### config.mk
export PLATFORM = sky130hd
export DESIGN_NAME = key_debounce_event_encoder_unit
export DESIGN_NICKNAME = d
export VERILOG_FILES = /design/src/rtl/kde_pkg.sv /design/src/rtl/kde_sampler.sv /design/src/rtl/kde_encoder.sv /design/src/rtl/key_debounce_event_encoder_unit.sv
export SDC_FILE = /design/constraint.sdc
export NUM_CORES = 1
export LEC_CHECK = 0
export ABC_CLOCK_PERIOD_IN_PS = 2900
export BUFFER_PORTS_ARGS = -buffer_cell sky130_fd_sc_hd__clkbuf_2
export CORE_MARGIN = 2
export CORE_UTILIZATION = 35
export CTS_BUF_LIST = sky130_fd_sc_hd__clkbuf_2 sky130_fd_sc_hd__clkbuf_4 sky130_fd_sc_hd__clkbuf_8
export DETAILED_ROUTE_END_ITERATION = 10
export PLACE_DENSITY_LB_ADDON = 0.3
export REMOVE_ABC_BUFFERS = 1
export SLEW_MARGIN = 30
export SYNTH_ARGS = -nofsm -noshare
export SYNTH_HDL_FRONTEND = slang
export SYNTH_HIERARCHICAL = 1
export SYNTH_SLANG_ARGS = --single-unit
### constraint.sdc
create_clock -name clk_i -period 2.9 [get_ports clk_i]
set_input_delay 0.435 -clock clk_i [delete_from_list [all_inputs] [get_ports clk_i]]
set_output_delay 0.435 -clock clk_i [all_outputs]
set_load 0.03 [all_outputs]
### src/rtl/kde_pkg.sv
`timescale 1ns / 1ps
`default_nettype none
// ----------------------------------------------------------------------------
// kde_pkg
// Shared types, constants and helpers of the key debounce event encoder.
// ----------------------------------------------------------------------------
package kde_pkg;

  localparam int KEY_PINS      = 8;
  localparam int SAMPLED_KEYS  = 4;
  localparam int AGREE_SAMPLES = 3;
  localparam int LAMP_W        = 7;
  localparam int SLOT_W        = (AGREE_SAMPLES > 1) ? $clog2(AGREE_SAMPLES) : 1;

  localparam logic [4:0] ID_BASE = 5'd3;
  localparam logic [4:0] ID_NONE = 5'd16;

  typedef enum logic [2:0] {
    EV_NONE         = 3'd0,
    EV_PRESS        = 3'd1,
    EV_LONG         = 3'd2,
    EV_REPEAT       = 3'd3,
    EV_RELEASE_LONG = 3'd4,
    EV_SHORT        = 3'd5
  } event_e;

  typedef enum logic [2:0] {
    CFG_FIRST_REPEAT    = 3'd0,
    CFG_REPEAT_INTERVAL = 3'd1,
    CFG_LONG_PRESS      = 3'd2,
    CFG_HOLD            = 3'd3,
    CFG_KEY_ENABLE      = 3'd4
  } cfg_idx_e;

  typedef struct packed {
    logic [7:0]              first_repeat_ticks;
    logic [7:0]              repeat_interval_ticks;
    logic [7:0]              long_press_ticks;
    logic [7:0]              hold_ticks;
    logic [SAMPLED_KEYS-1:0] key_enable_mask;
  } cfg_t;

  // result of judging a sample group
  typedef struct packed {
    logic       hit;
    logic [2:0] key;
  } confirm_t;

  function automatic logic [7:0] reload(input logic [7:0] v);
    reload = (v == 8'hff) ? 8'hff : v + 8'd1;
  endfunction

endpackage
`default_nettype wire

### src/rtl/kde_sampler.sv
`timescale 1ns / 1ps
`default_nettype none
// ----------------------------------------------------------------------------
// kde_sampler
// Stores press samples and judges each completed group for a stable press.
// ----------------------------------------------------------------------------
module kde_sampler import kde_pkg::*; (
  input  logic                    clk_i,
  input  logic                    rst_ni,
  input  logic                    advance_i,
  input  logic [SAMPLED_KEYS-1:0] sample_i,
  output confirm_t                confirm_o
);

  logic [SAMPLED_KEYS-1:0] store_q [AGREE_SAMPLES];
  logic [SLOT_W-1:0]       slot_q, slot_d, slot_eff;
  logic                    last_slot;
  logic                    same;

  always_comb begin
    slot_eff  = (int'(slot_q) >= AGREE_SAMPLES) ? '0 : slot_q;
    last_slot = (int'(slot_eff) == AGREE_SAMPLES - 1);
    slot_d    = last_slot ? '0 : slot_eff + SLOT_W'(1);
  end

  // current sample stands in for the last entry of the group
  always_comb begin
    same = (sample_i != '0);
    for (int i = 0; i < AGREE_SAMPLES - 1; i++) begin
      if (store_q[i] != sample_i) same = 1'b0;
    end
    confirm_o.hit = last_slot && same;
    confirm_o.key = '0;
    for (int i = SAMPLED_KEYS - 1; i >= 0; i--) begin
      if (sample_i[i]) confirm_o.key = 3'(i);
    end
  end

  always_ff @(posedge clk_i or negedge rst_ni) begin
    if (!rst_ni) begin
      slot_q <= '0;
    end else if (advance_i) begin
      slot_q <= slot_d;
    end
  end

  always_ff @(posedge clk_i) begin
    if (advance_i) begin
      store_q[slot_eff] <= sample_i;
    end
  end

endmodule
`default_nettype wire

### src/rtl/kde_encoder.sv
`timescale 1ns / 1ps
`default_nettype none
// ----------------------------------------------------------------------------
// kde_encoder
// Press state, hold/repeat/long timers and event selection per tick.
// ----------------------------------------------------------------------------
module kde_encoder import kde_pkg::*; (
  input  logic       clk_i,
  input  logic       rst_ni,
  input  logic       advance_i,
  input  cfg_t       cfg_i,
  input  confirm_t   confirm_i,
  output event_e     event_o,
  output logic [4:0] key_id_o
);

  logic [7:0] hold_q, hold_d;
  logic [7:0] rep_q, rep_d;
  logic [7:0] long_q, long_d;
  logic       valid_q, valid_d;
  logic       seen_q, seen_d;
  logic [2:0] key_q, key_d;
  event_e     ev_d, ev_q;
  logic [4:0] id_d, id_q;

  always_comb begin
    rep_d   = (rep_q > 8'd1) ? rep_q - 8'd1 : rep_q;
    long_d  = (long_q > 8'd1) ? long_q - 8'd1 : long_q;
    hold_d  = (hold_q != 8'hff) ? hold_q + 8'd1 : hold_q;
    valid_d = valid_q && (hold_d < cfg_i.hold_ticks);
    seen_d  = seen_q;
    key_d   = key_q;
    ev_d    = EV_NONE;

    if (confirm_i.hit) begin
      valid_d = 1'b1;
      hold_d  = '0;
      key_d   = confirm_i.key;
    end

    if (valid_d) begin
      if (!seen_q) begin
        seen_d = 1'b1;
        rep_d  = reload(cfg_i.first_repeat_ticks);
        long_d = reload(cfg_i.long_press_ticks);
        ev_d   = EV_PRESS;
      end else if (long_d == 8'd1) begin
        long_d = '0;
        ev_d   = EV_LONG;
      end else if (rep_d == 8'd1) begin
        rep_d = reload(cfg_i.repeat_interval_ticks);
        ev_d  = EV_REPEAT;
      end
    end else if (seen_q) begin
      seen_d = 1'b0;
      ev_d   = (long_d == 8'd0) ? EV_RELEASE_LONG : EV_SHORT;
    end

    id_d = (ev_d != EV_NONE) ? ID_BASE + {2'b00, key_d} : ID_NONE;
  end

  always_ff @(posedge clk_i or negedge rst_ni) begin
    if (!rst_ni) begin
      hold_q  <= '0;
      rep_q   <= '0;
      long_q  <= '0;
      valid_q <= 1'b0;
      seen_q  <= 1'b0;
      key_q   <= '0;
    end else if (advance_i) begin
      hold_q  <= hold_d;
      rep_q   <= rep_d;
      long_q  <= long_d;
      valid_q <= valid_d;
      seen_q  <= seen_d;
      key_q   <= key_d;
    end
  end

  always_ff @(posedge clk_i) begin
    if (advance_i) begin
      ev_q <= ev_d;
      id_q <= id_d;
    end
  end

  assign event_o  = ev_q;
  assign key_id_o = id_q;

endmodule
`default_nettype wire

### src/rtl/key_debounce_event_encoder_unit.sv
`timescale 1ns / 1ps
`default_nettype none
// ----------------------------------------------------------------------------
// key_debounce_event_encoder_unit
// Key debounce with press, long-press, auto-repeat and release events.
// ----------------------------------------------------------------------------
// throughput: one tick per cycle unless out_ready_i stalls the result, set by
// the input register and result register pair; the input register takes one
// more tick while a result waits
// reset: asynchronous, clears timers, press flags, group slot and handshake state;
// config registers return to their defaults, sample entries are left as they are
module key_debounce_event_encoder_unit import kde_pkg::*; (
  input  logic                clk_i,
  input  logic                rst_ni,
  input  logic                cfg_we_i,
  input  logic [2:0]          cfg_idx_i,
  input  logic [7:0]          cfg_wdata_i,
  input  logic                in_valid_i,
  output logic                in_ready_o,
  input  logic [KEY_PINS-1:0] key_levels_i,
  output logic                out_valid_o,
  input  logic                out_ready_i,
  output logic [2:0]          event_res_o,
  output logic [4:0]          key_id_o,
  output logic [LAMP_W-1:0]   lamp_drive_o
);

  cfg_t                    cfg_q;
  logic                    in_valid_q;
  logic [KEY_PINS-1:0]     levels_q;
  logic                    out_valid_q;
  logic [LAMP_W-1:0]       lamp_q;
  logic                    advance;
  logic [KEY_PINS-1:0]     low;
  logic [SAMPLED_KEYS-1:0] sample;
  confirm_t                confirm;
  event_e                  ev;

  assign advance    = in_valid_q && (!out_valid_q || out_ready_i);
  assign in_ready_o = !in_valid_q || advance;

  assign low    = ~levels_q;
  assign sample = low[SAMPLED_KEYS-1:0] & cfg_q.key_enable_mask;

  always_ff @(posedge clk_i or negedge rst_ni) begin
    if (!rst_ni) begin
      cfg_q.first_repeat_ticks    <= 8'd50;
      cfg_q.repeat_interval_ticks <= 8'd15;
      cfg_q.long_press_ticks      <= 8'd120;
      cfg_q.hold_ticks            <= 8'd7;
      cfg_q.key_enable_mask       <= '1;
    end else if (cfg_we_i) begin
      unique case (cfg_idx_i)
        CFG_FIRST_REPEAT:    cfg_q.first_repeat_ticks    <= cfg_wdata_i;
        CFG_REPEAT_INTERVAL: cfg_q.repeat_interval_ticks <= cfg_wdata_i;
        CFG_LONG_PRESS:      cfg_q.long_press_ticks      <= cfg_wdata_i;
        CFG_HOLD:            cfg_q.hold_ticks            <= cfg_wdata_i;
        CFG_KEY_ENABLE:      cfg_q.key_enable_mask <= cfg_wdata_i[SAMPLED_KEYS-1:0];
        default: ;
      endcase
    end
  end

  always_ff @(posedge clk_i or negedge rst_ni) begin
    if (!rst_ni) begin
      in_valid_q  <= 1'b0;
      out_valid_q <= 1'b0;
    end else begin
      if (in_ready_o) in_valid_q <= in_valid_i;
      if (advance) begin
        out_valid_q <= 1'b1;
      end else if (out_ready_i) begin
        out_valid_q <= 1'b0;
      end
    end
  end

  always_ff @(posedge clk_i) begin
    if (in_valid_i && in_ready_o) levels_q <= key_levels_i;
    if (advance) lamp_q <= low[LAMP_W:1];
  end

  kde_sampler u_sampler (
    .clk_i     (clk_i),
    .rst_ni    (rst_ni),
    .advance_i (advance),
    .sample_i  (sample),
    .confirm_o (confirm)
  );

  kde_encoder u_encoder (
    .clk_i     (clk_i),
    .rst_ni    (rst_ni),
    .advance_i (advance),
    .cfg_i     (cfg_q),
    .confirm_i (confirm),
    .event_o   (ev),
    .key_id_o  (key_id_o)
  );

  assign out_valid_o  = out_valid_q;
  assign event_res_o  = ev;
  assign lamp_drive_o = lamp_q;

endmodule
`default_nettype wire

Yosys cells after proc, flatten, opt, wreduce, memory -nomap -nowiden
Memory sizes are Yosys's and may differ from the RTL's.
Cells that the tools add are included.
Word-level totals
  memories: 1
  register bits: 92
  memory bits (writable): 12
  input bits: 24
Operators by class
  mux-type cells: 35
  add/sub/neg operators: 8
  eq/ne operators: 13
  reductions and logical operators: 18
  magnitude comparators: 4
  bitwise gates (word level): 2
Memories
  u_sampler.store_q: words 3, bits a word 4, rd ports 2, clocked after Yosys merged registers in 0, write ports 1, line kde_sampler.sv:15  | logic [SAMPLED_KEYS-1:0] store_q [AGREE_SAMPLES];
Operator list (count)
  2-to-1 mux 8 bit: 14
  adder 8 x 1 -> 8 bit, second input constant: 4
  equality test 8 bit, second input constant: 3
  equality test 8 x 1 -> 1 bit, second input constant: 2
  > comparator 8 x 1 -> 1 bit, second input constant: 2
  subtractor 8 x 1 -> 8 bit, second input constant: 2
  2-to-1 mux 3 bit: 5
  2-to-1 mux 2 bit: 7
  AND reduction 2 bit: 5
  2-to-1 mux 1 bit: 9
  zero test 8 bit: 1
  less-than comparator 8 bit: 1
  != test 4 bit: 2
  != test 8 bit, second input constant: 1
  inverter 8 bit: 1
  equality test 3 x 2 -> 1 bit, second input constant: 2
  adder 2 x 3 -> 4 bit, first input constant: 1
  AND 4 bit: 1
  logical AND 1 bit: 4
  nonzero test 4 bit: 1
  equality test 3 x 1 -> 1 bit, second input constant: 1
  equality test 3 bit, second input constant: 1
  zero test 3 bit: 1
  nonzero test 3 bit: 1
  6 further kinds: 8

Logic depth before layout (Yosys ltp)
Gate-level depths: netlist (run 1).
  word-level depth: 9
  gate-level depth with buffers: 14

Hierarchy
The synthesis (run 1) kept the hierarchy.
By module, submodules not included
  kde_encoder: cells each 395, sequential area each 940.9 um2, times used 1, area an instance 3216.8 um2
  key_debounce_event_encoder_unit: cells each 113, sequential area each 1423.9 um2, times used 1, area an instance 1994.4 um2
  kde_sampler: cells each 39, sequential area each 290.3 um2, times used 1, area an instance 470.5 um2

Worst setup path after synthesis (run 1)
No wires, ideal clock.
  path kind: flip-flop to flip-flop
  start: reg u_encoder.hold_q[3]
  end: reg u_encoder.id_q[3] (netlist: u_encoder/key_id_o[3]) (data pin)
  data required time: 2.742 ns
  path buffers: 1
  stages on the path, launching flop included: 15
  library setup time: 0.158 ns
  arrival time: 2.895 ns
  setup slack: -0.153 ns
  cells stage by stage: dfrtp_1 clkbuf_1 nand4_1 nor2_1 nor2_1 nand3_1 xnor2_1 ha_1 a211oi_1 nor2_1 o31ai_1 o21ai_0 and2_1 a31o_4 a211oi_2
On the way
  longest elaborated chain between the ends: 7
Ends and longest elaborated chain
  from (decl): line kde_encoder.sv:17  | logic [7:0] hold_q, hold_d;
  from (signal assigned): line kde_encoder.sv:71  | hold_q <= hold_d;
  adder 8 x 1 -> 8 bit / != test 8 bit (equally long branches): line kde_encoder.sv:29  | hold_d = (hold_q != 8'hff) ? hold_q + 8'd1 : hold_q;
  2-to-1 mux 8 bit (*): line kde_encoder.sv:29
  less-than comparator 8 bit (*): line kde_encoder.sv:30  | valid_d = valid_q && (hold_d < cfg_i.hold_ticks);
  logical AND 1 bit (*): line kde_encoder.sv:30
  2-to-1 mux 1 bit (*): line kde_encoder.sv:35  | if (confirm_i.hit) begin
  2-to-1 mux 3 bit (*): line kde_encoder.sv:41  | if (valid_d) begin
  nonzero test 3 bit (*): line kde_encoder.sv:59  | id_d = (ev_d != EV_NONE) ? ID_BASE + {2'b00, key_d} : ID_NONE;
  to (signal assigned): line kde_encoder.sv:83  | id_q <= id_d;
  to (decl): line kde_encoder.sv:24  | logic [4:0] id_d, id_q;
Every way passes the cells marked *; elsewhere a longest branch is shown, timed or not.
A chain may end at the register's enable or synchronous reset.

Worst setup path after layout (run 1)
  start: reg u_encoder.hold_q[1]
  end: reg u_encoder.id_q[3] (netlist: u_encoder/key_id_o[3]) (data pin)
The elaborated chain is that of the path after synthesis.

==> summary.md, run 1 <==
| Metric | Value |
|---|---|
| Cell area reported after detailed placement | 6360 µm² |
| Clock period minus worst slack | 2.80 ns |
| Leftover overflow at the end of global routing | 0 |
| Wire length of the first global-routing pass | about 22000 µm |
| Count of flip-flops with a built-in enable after synthesis | 31 |
| Number of antenna violations at the first check in global routing | 0 |
| Count of routing violations after the opening detailed-route iteration | 248 |
| Worst-skew pair later-pin latency | approximately 0.38 ns |
| Average via count per standard cell | 5.20 |
| Commonest cells in the netlist | dfrtp_1, nor2_1, mux2_2 |
| Commonest register cell after synthesis | dfrtp_1 |
| GP Congestion | 0.815 |
| F_max | 0.357 GHz |
| Critical path class | reg2reg |
| Wire length after detailed routing | between 10000 and 15000 µm |
| Maximum ir drop on the vdd rail | 0.000252 V |
| Max Fanout on Critical Path | 5 |
| Number of global-route vias before repair | 4231 |
| Fraction of final layout cells sized beyond drive strength 1 | 0.330 |
| Cell types occupying the most area after synthesis | dfrtp_1, edfxtp_1, dfstp_2 |
| Slew at the pin closest to its max-slew limit | 0.611 ns |
| Final cell area excluding filler cells | 6690 µm² |
| RSZ-0062 raised after global routing | true |
| Post-synthesis cell count | about 550 |
| Power density over the cells | 829 nW/µm² |
| CTS hold repair buffers | 0 |
| Longest Clk Path Bufs | 2 |
| Number of synthesis warnings | 6 |
| Post-detailed-placement half-perimeter wirelength | 9910 µm |
| Post-synthesis async set-or-reset flop share | 0.687 |
| Post-synthesis average cell area | 10.4 µm² |
| Static power due to leakage | 2.72 nW |
| Clock buffer count from CTS | 9 |
| H-Tree Depth | 3 |
| Max-cap viol count | 0 |
| Hold slack final | 0.0478 ns |
| Clock transition time at the flip-flop clock pins of the worst setup and hold paths | 0.10 ns |
| Kind of start point of the critical path | flip-flop |
| I/O pins | 41 |
| Die area | between 15000 and 20000 µm² |
| Initial standard-cell utilization of the core | 0.358 |
| Flip-flop and latch count after synthesis | 99 |
| CTS tree | yes |
| Number of design rule violations left after detail routing | 0 |
| Run status | finished clean |
| Overall power of the completed layout | 5.55 mW |
| Final Cycle Share | 0.966 |
| Yosys top cell by area | dfrtp_1 |
| Routed wire per std cell | between 15 and 20 µm |
| First-pass detailed-route iteration total | 5 |
| Number of hold violations in the final report | 0 |
| Number of distinct library cell variants in the gate-level netlist after synthesis | approximately 80 |
| Number of cells in the design after placement | approximately 800 |
| Antenna-violating nets left | 0 |
| Top-area cell type share of the netlist area | 0.220 |
| Number of sinks handled by clock tree synthesis | 99 |
| Data arrival time at the worst-slack endpoint | 3.03 ns |
| Number of nets in the layout | between 600 and 700 |
| Clock Root Buffer | clkbuf_8 |
| Via count of the routed design | 4369 |
| Required time worst endpoint | between 3 and 4 ns |
| Final core utilization | 0.421 |
| Area delta synth->final | 17.8% |
| Fraction of the yosys area taken by sequential cells | 0.467 |
| Core Box Area | 15900 µm² |
| Number of cells in the finished layout apart from fillers | approximately 840 |
| Clock Skews | 0.00798 ns |
| FP Rows | 46 |
| Number of diodes | 0 |
| Worst slew margin relative to its limit | 0.591 |
| Critical Path Sink Type | flip-flop |
| # port buffers | 40 |
| Cell depth of the worst flop-to-flop path | 15 |
| Chip height | about 130 µm |
| Max-slew violation total from the final report | 0 |
| GRT Util Overall | 0.154 |
| Die width | 131 µm |
| HP Class | in2async |
| Synth Cell Area | 5680 µm² |
| Count leader, synth | dfrtp_1 |
| Maximum number of pins on one net before global-route repair | 34 |
| # setup viols final | 0 |
[registers in the layout, summed over array words and instances, names as in the netlist]
| register | flops |
|---|---|
| cfg_q | 36 |
| levels_q | 8 |
| u_encoder/hold_q | 8 |
| u_encoder/long_q | 8 |
| u_encoder/rep_q | 8 |
| u_sampler/store_q | 8 |
| lamp_drive_o | 7 |
| u_encoder/key_id_o | 5 |
| u_encoder/event_o | 3 |
| u_encoder/key_q | 3 |
| u_sampler/slot_q | 2 |
| in_valid_q | 1 |
| out_valid_o | 1 |
| u_encoder/valid_q | 1 |
[area by class of cell]
type	instances	area (µm²)
inverter	30	113
clock inverter	7	57.6
fill	1566	9190
timing repair buffer	87	566
multi-input combinational	393	2910
sequential	99	2660
tap	216	270
clock buffer	9	124
[cells in the final DEF (no fill, tap or decap), types with 23 or more instances in the layout]
cell type	n
nand2_1	34
mux2_2	39
inv_1	29
buf_4	46
clkbuf_2	39
edfxtp_1	31
o21ai_0	35
a21oi_1	26
dfrtp_1	50
nand3_1	23
nor2_1	40
[worst paths after layout]
check	start	endpoint	slack, ns
max	u_encoder/hold_q[1]	u_encoder/key_id_o[3]	0.1
min	rst_ni	u_encoder/valid_q	0.05
max reg2reg	u_encoder/hold_q[1]	u_encoder/key_id_o[3]	0.1
min reg2reg	in_valid_q	out_valid_o	0.50
max in group asynchronous	rst_ni	cfg_q[1]	2.07
min in group clk_i	key_levels_i[2]	levels_q[2]	0.22
[power by group]
group	internal, mW	switching [mW]	total (mW)
sequential	1.86	0.375	2.23
clock	0.327	0.516	0.842
combinational	1.13	1.35	2.48
total	3.31	2.24	5.55
[critical path, stage by stage, from the launching register on]
cell and delay [ns]:
dfrtp_1 0.43, ha_4 0.19, nand3_4 0.07, nor2_4 0.05, buf_4 0.15, nor2_2 0.09, nand2_1 0.09, xnor2_1 0.14
ha_1 0.19, a211oi_2 0.21, nor2_1 0.08, o31ai_2 0.30, o21ai_2 0.12, and2_4 0.17, a31o_4 0.23, a211oi_2 0.13
[stage by stage]
stage	setup TNS [ns]	setup WS (ns)
finish	0	0.0991
global route	-0.191	-0.0559
CTS	0	0.0000160
detailed placement	-0.431	-0.131
global placement	-0.0303	-0.0303
floorplan	-15.19	-0.782
[routing by layer]
| metal | up-vias | share of wire | track usage |
|---|---|---|---|
| li1 | 2154 | - | - |
| met2 | 90 | 0.47 | 0.246 |
| met4 | 0 | 0.018 | 0.0568 |
| met5 | - | 0 | 0 |
| met1 | 2109 | 0.48 | 0.208 |
| met3 | 16 | 0.034 | 0.0293 |
[cells by family (layout without fill, tap and decap cells)]
family / after synthesis / after routing / synth area share
simple gates: 185 / 185 / 0.178
buf+inv: 55 / 133 / 0.0454
fa+ha+maj: 19 / 19 / 0.0418
compound gates: 124 / 124 / 0.150
other cells: 1 / 1 / 0.000660
mux: 45 / 45 / 0.0879
flops: 99 / 99 / 0.467
xor+xnor: 19 / 19 / 0.0293
[timing repair]
item | 4_1_cts | 5_1_grt
pin swaps | 1 | 8
setup endpoints to repair | 9 | 22
resized for setup | 4 | 28
setup buffers | 0 | 2
No activity file was read; power rests on OpenSTA's default activity.
==> run 2, diff against run 1 <==
--- a/config.mk
+++ b/config.mk
@@ -5,7 +5,6 @@
 export SDC_FILE = /design/constraint.sdc
 export NUM_CORES = 1
 export LEC_CHECK = 0
-export ABC_CLOCK_PERIOD_IN_PS = 2900
 export BUFFER_PORTS_ARGS = -buffer_cell sky130_fd_sc_hd__clkbuf_2
 export CORE_MARGIN = 2
 export CORE_UTILIZATION = 35
==> constraint.sdc (replaced) <==
create_clock -name clk_i -period 2.9 [get_ports clk_i]
set_input_delay 0.725 -clock clk_i [delete_from_list [all_inputs] [get_ports clk_i]]
set_output_delay 0.725 -clock clk_i [all_outputs]
set_load 0.03 [all_outputs]
==> run 2 against run 1 <==
Against the previous run:
- design area up 3.3%
- largest power group unchanged
- worst setup slack lost 0.041 ns
- non-clock buffer count grew 20
- critical path depth increased by 1
- largest cell class unchanged
- fmax is 1.5% lower
- sequential power barely moved
==> summary.md, run 2 (same netlist as run 1, synthesis figures left out) <==
| Metric | Value |
|---|---|
| Run status | finished clean |
| Total of fill cells in the finished design | 1539 (-1.7%) |
| H-Tree Depth | 3 (unchanged) |
| Die area | 17300 µm² (unchanged) |
| Worst slew margin relative to its limit | 0.593 (+0.00166) |
| Setup slack of the worst register-to-register path | 0.06 ns (-0.04 ns) |
| Max-slew violation total from the final report | 0 (unchanged) |
| Slew at the pin closest to its max-slew limit | 0.608 ns (-0.00248 ns) |
| Worst reg2reg path startpoint | u_encoder/hold_q[0] |
| Max-cap viol count | 0 (unchanged) |
| Clock Skews | 0.0106 ns (+0.00262 ns) |
| I/O pins | 41 (unchanged) |
| Max Fanout on Critical Path | 4 (-1) |
| CTS hold repair buffers | 0 (unchanged) |
| Die width | 131 µm (unchanged) |
| RSZ-0062 raised after global routing | true |
| Leftover overflow at the end of global routing | 0 (unchanged) |
| Via count of the routed design | 4534 (+3.8%) |
| Count of routing violations after the opening detailed-route iteration | 290 (+17%) |
| Top Family by Delay on Critical Path | compound AO/OA/AOI/OAI gates |
| Cell area reported after detailed placement | 6390 µm² (+0.35%) |
| HP Class | in2async |
| Wire length of the first global-routing pass | 22500 µm (+4.6%) |
| Average via count per standard cell | 5.27 (+1.4%) |
| Fraction of final layout cells sized beyond drive strength 1 | 0.361 (+0.0316) |
| Reg2reg end | u_encoder/rep_q[0] |
| Hold slack final | 0.329 ns (+0.282 ns) |
| Number of antenna violations at the first check in global routing | 0 (unchanged) |
| FP Rows | 46 (unchanged) |
| First-pass detailed-route iteration total | 5 (unchanged) |
| Leading cell types in the layout, fill and taps excluded | buf_4, dfrtp_1, mux2_2, clkbuf_2, nor2_1 |
| Clock buffer count from CTS | 9 (unchanged) |
| Series of cell instances along the critical path | ha_4 -> nand3_4 -> nor2_4 -> buf_6 -> nor2_4 -> nand2_1 -> xnor2_1 -> ha_2 -> a211oi_2 -> nor2_1 -> o31ai_2 -> buf_4 -> o211ai_1 -> a31o_2 -> a2bb2oi_2 -> o2bb2ai_1 |
| Final cell area excluding filler cells | 6920 µm² (+3.3%) |
| # port buffers | 40 (unchanged) |
| Number of diodes | 0 (unchanged) |
| Critical path class | reg2reg |
| Power density over the cells | 827 nW/µm² (-0.28%) |
| Data arrival time at the worst-slack endpoint | 3.15 ns (+0.12 ns) |
| Required time worst endpoint | 3.21 ns (+0.08 ns) |
| Core Box Area | 15900 µm² (unchanged) |
| CTS tree | yes |
| Initial standard-cell utilization of the core | 0.358 (unchanged) |
| Number of design rule violations left after detail routing | 0 (unchanged) |
| Post-detailed-placement half-perimeter wirelength | 9870 µm (-0.40%) |
| Cell type with the highest occurrence count on the critical path | nor2_4 |
| Slowest cell on crit path | dfrtp_1 |
| Antenna-violating nets left | 0 (unchanged) |
| GRT Util Overall | 0.162 (+0.00788) |
| Maximum ir drop on the vdd rail | 0.000336 V (+34%) |
| # setup viols final | 0 (unchanged) |
| Sum of buffers and inverters on the critical path | 2 (+1) |
| Routed wire per std cell | 16.0 µm (+2.6%) |
| Most common cell after layout, fill and taps aside | buf_4 |
| Chip height | 131 µm (unchanged) |
| Final Cycle Share | 0.980 (+0.0142) |
| Maximum number of pins on one net before global-route repair | 69 (+100%) |
| Critical Path Sink Type | flip-flop |
| Longest Clk Path Bufs | 2 (unchanged) |
| Wire length after detailed routing | 13800 µm (+5.0%) |
| Number of global-route vias before repair | 4403 (+4.1%) |
| Clock Root Buffer | clkbuf_8 |
| Number of hold violations in the final report | 0 (unchanged) |
| Register with the highest flop count | cfg_q |
| Number of nets in the layout | 683 (+3.0%) |
| GP Congestion | 0.816 (+0.23%) |
| Area delta synth->final | 21.8% |
| Static power due to leakage | 2.82 nW (+3.6%) |
| Overall power of the completed layout | 5.72 mW (+3.1%) |
| Clock transition time at the flip-flop clock pins of the worst setup and hold paths | 0.10 ns (about the same) |
| Cell depth of the worst flop-to-flop path | 16 (+1) |
| Worst-skew pair later-pin latency | 0.38 ns (about the same) |
| Number of sinks handled by clock tree synthesis | 99 (unchanged) |
| Flip-flop count of the largest register, all copies and words added | 36 (unchanged) |
| F_max | 0.352 GHz (-1.5%) |
| Kind of start point of the critical path | flip-flop |
| Delay contributed by the slowest stage of the critical path | 0.41 ns (-0.02 ns) |
| Final core utilization | 0.435 (+0.0141) |
| Clock period minus worst slack | 2.84 ns (+0.0413 ns) |
## run 2: metal layers
| metal | global-route usage | part of all wire | vias to the layer above |
|---|---|---|---|
| met5 | 0 | 0 | - |
| met4 | 0.0586 | 0.015 | 0 |
| met3 | 0.0243 | 0.037 | 18 |
| met2 | 0.271 | 0.49 | 120 |
| met1 | 0.212 | 0.46 | 2204 |
| li1 | - | - | 2192 |
## run 2: area by class of cell
cell class                      instances  area [µm²]  area share
Clock buffer                            9         124      0.0179
Clock inverter                          7        82.6      0.0119
Tap cell                              216         270      0.0391
Multi-Input combinational cell        393        2950       0.426
Inverter                               30         113      0.0163
Timing Repair Buffer                  107         723       0.105
Sequential cell                        99        2660       0.384
## run 2: what timing repair did
action / CTS / global route
setup buffers: 17 / 3
pin swaps: 11 / 12
gates cloned: 0 / 0
gates resized for setup: 13 / 34
endpoints found under the setup margin: 9 / 18
## run 2: how the worst max path moves through the flow
stage | start | end | cells after the start
6_report | u_encoder/hold_q[0] | u_encoder/rep_q[0] | 16
5_1_grt | u_encoder/hold_q[0] | u_encoder/rep_q[0] | 16
4_1_cts | u_encoder/hold_q[1] | u_encoder/key_id_o[3] | 14
2_1_floorplan | cfg_q[2] | u_encoder/long_q[2] | 10
3_3_place_gp | u_encoder/hold_q[0] | u_encoder/key_id_o[3] | 14
3_5_place_dp | u_encoder/hold_q[0] | u_encoder/key_id_o[3] | 14
## run 2: metrics by stage
stage / setup WS (ns) / instances / setup TNS (ns)
2_1_floorplan: -0.782 / 522 / -15.19
3_3_place_gp: -0.0361 / 826 / -0.0361
3_5_place_dp: -0.161 / 826 / -0.540
4_1_cts: 0.0311 / 859 / 0
5_1_grt: -0.0867 / 861 / -0.201
6_report: 0.0578 / 861 / 0
## run 2: worst reg2reg max path: stages, from the launching register on
cell	delay, ns
dfrtp_1	0.41
ha_4	0.17
nand3_4	0.08
nor2_4	0.21
buf_6	0.15
nor2_4	0.04
nand2_1	0.12
xnor2_1	0.11
ha_2	0.19
a211oi_2	0.21
nor2_1	0.07
o31ai_2	0.23
buf_4	0.16
o211ai_1	0.12
a31o_2	0.27
a2bb2oi_2	0.13
o2bb2ai_1	0.12
## run 2: power breakdown
group	total, mW	internal [mW]	leakage, nW	switching [mW]
clock	0.927	0.415	0.104	0.512
combinational	2.57	1.18	1.62	1.39
sequential	2.23	1.86	1.10	0.368
total	5.72	3.45	2.82	2.27
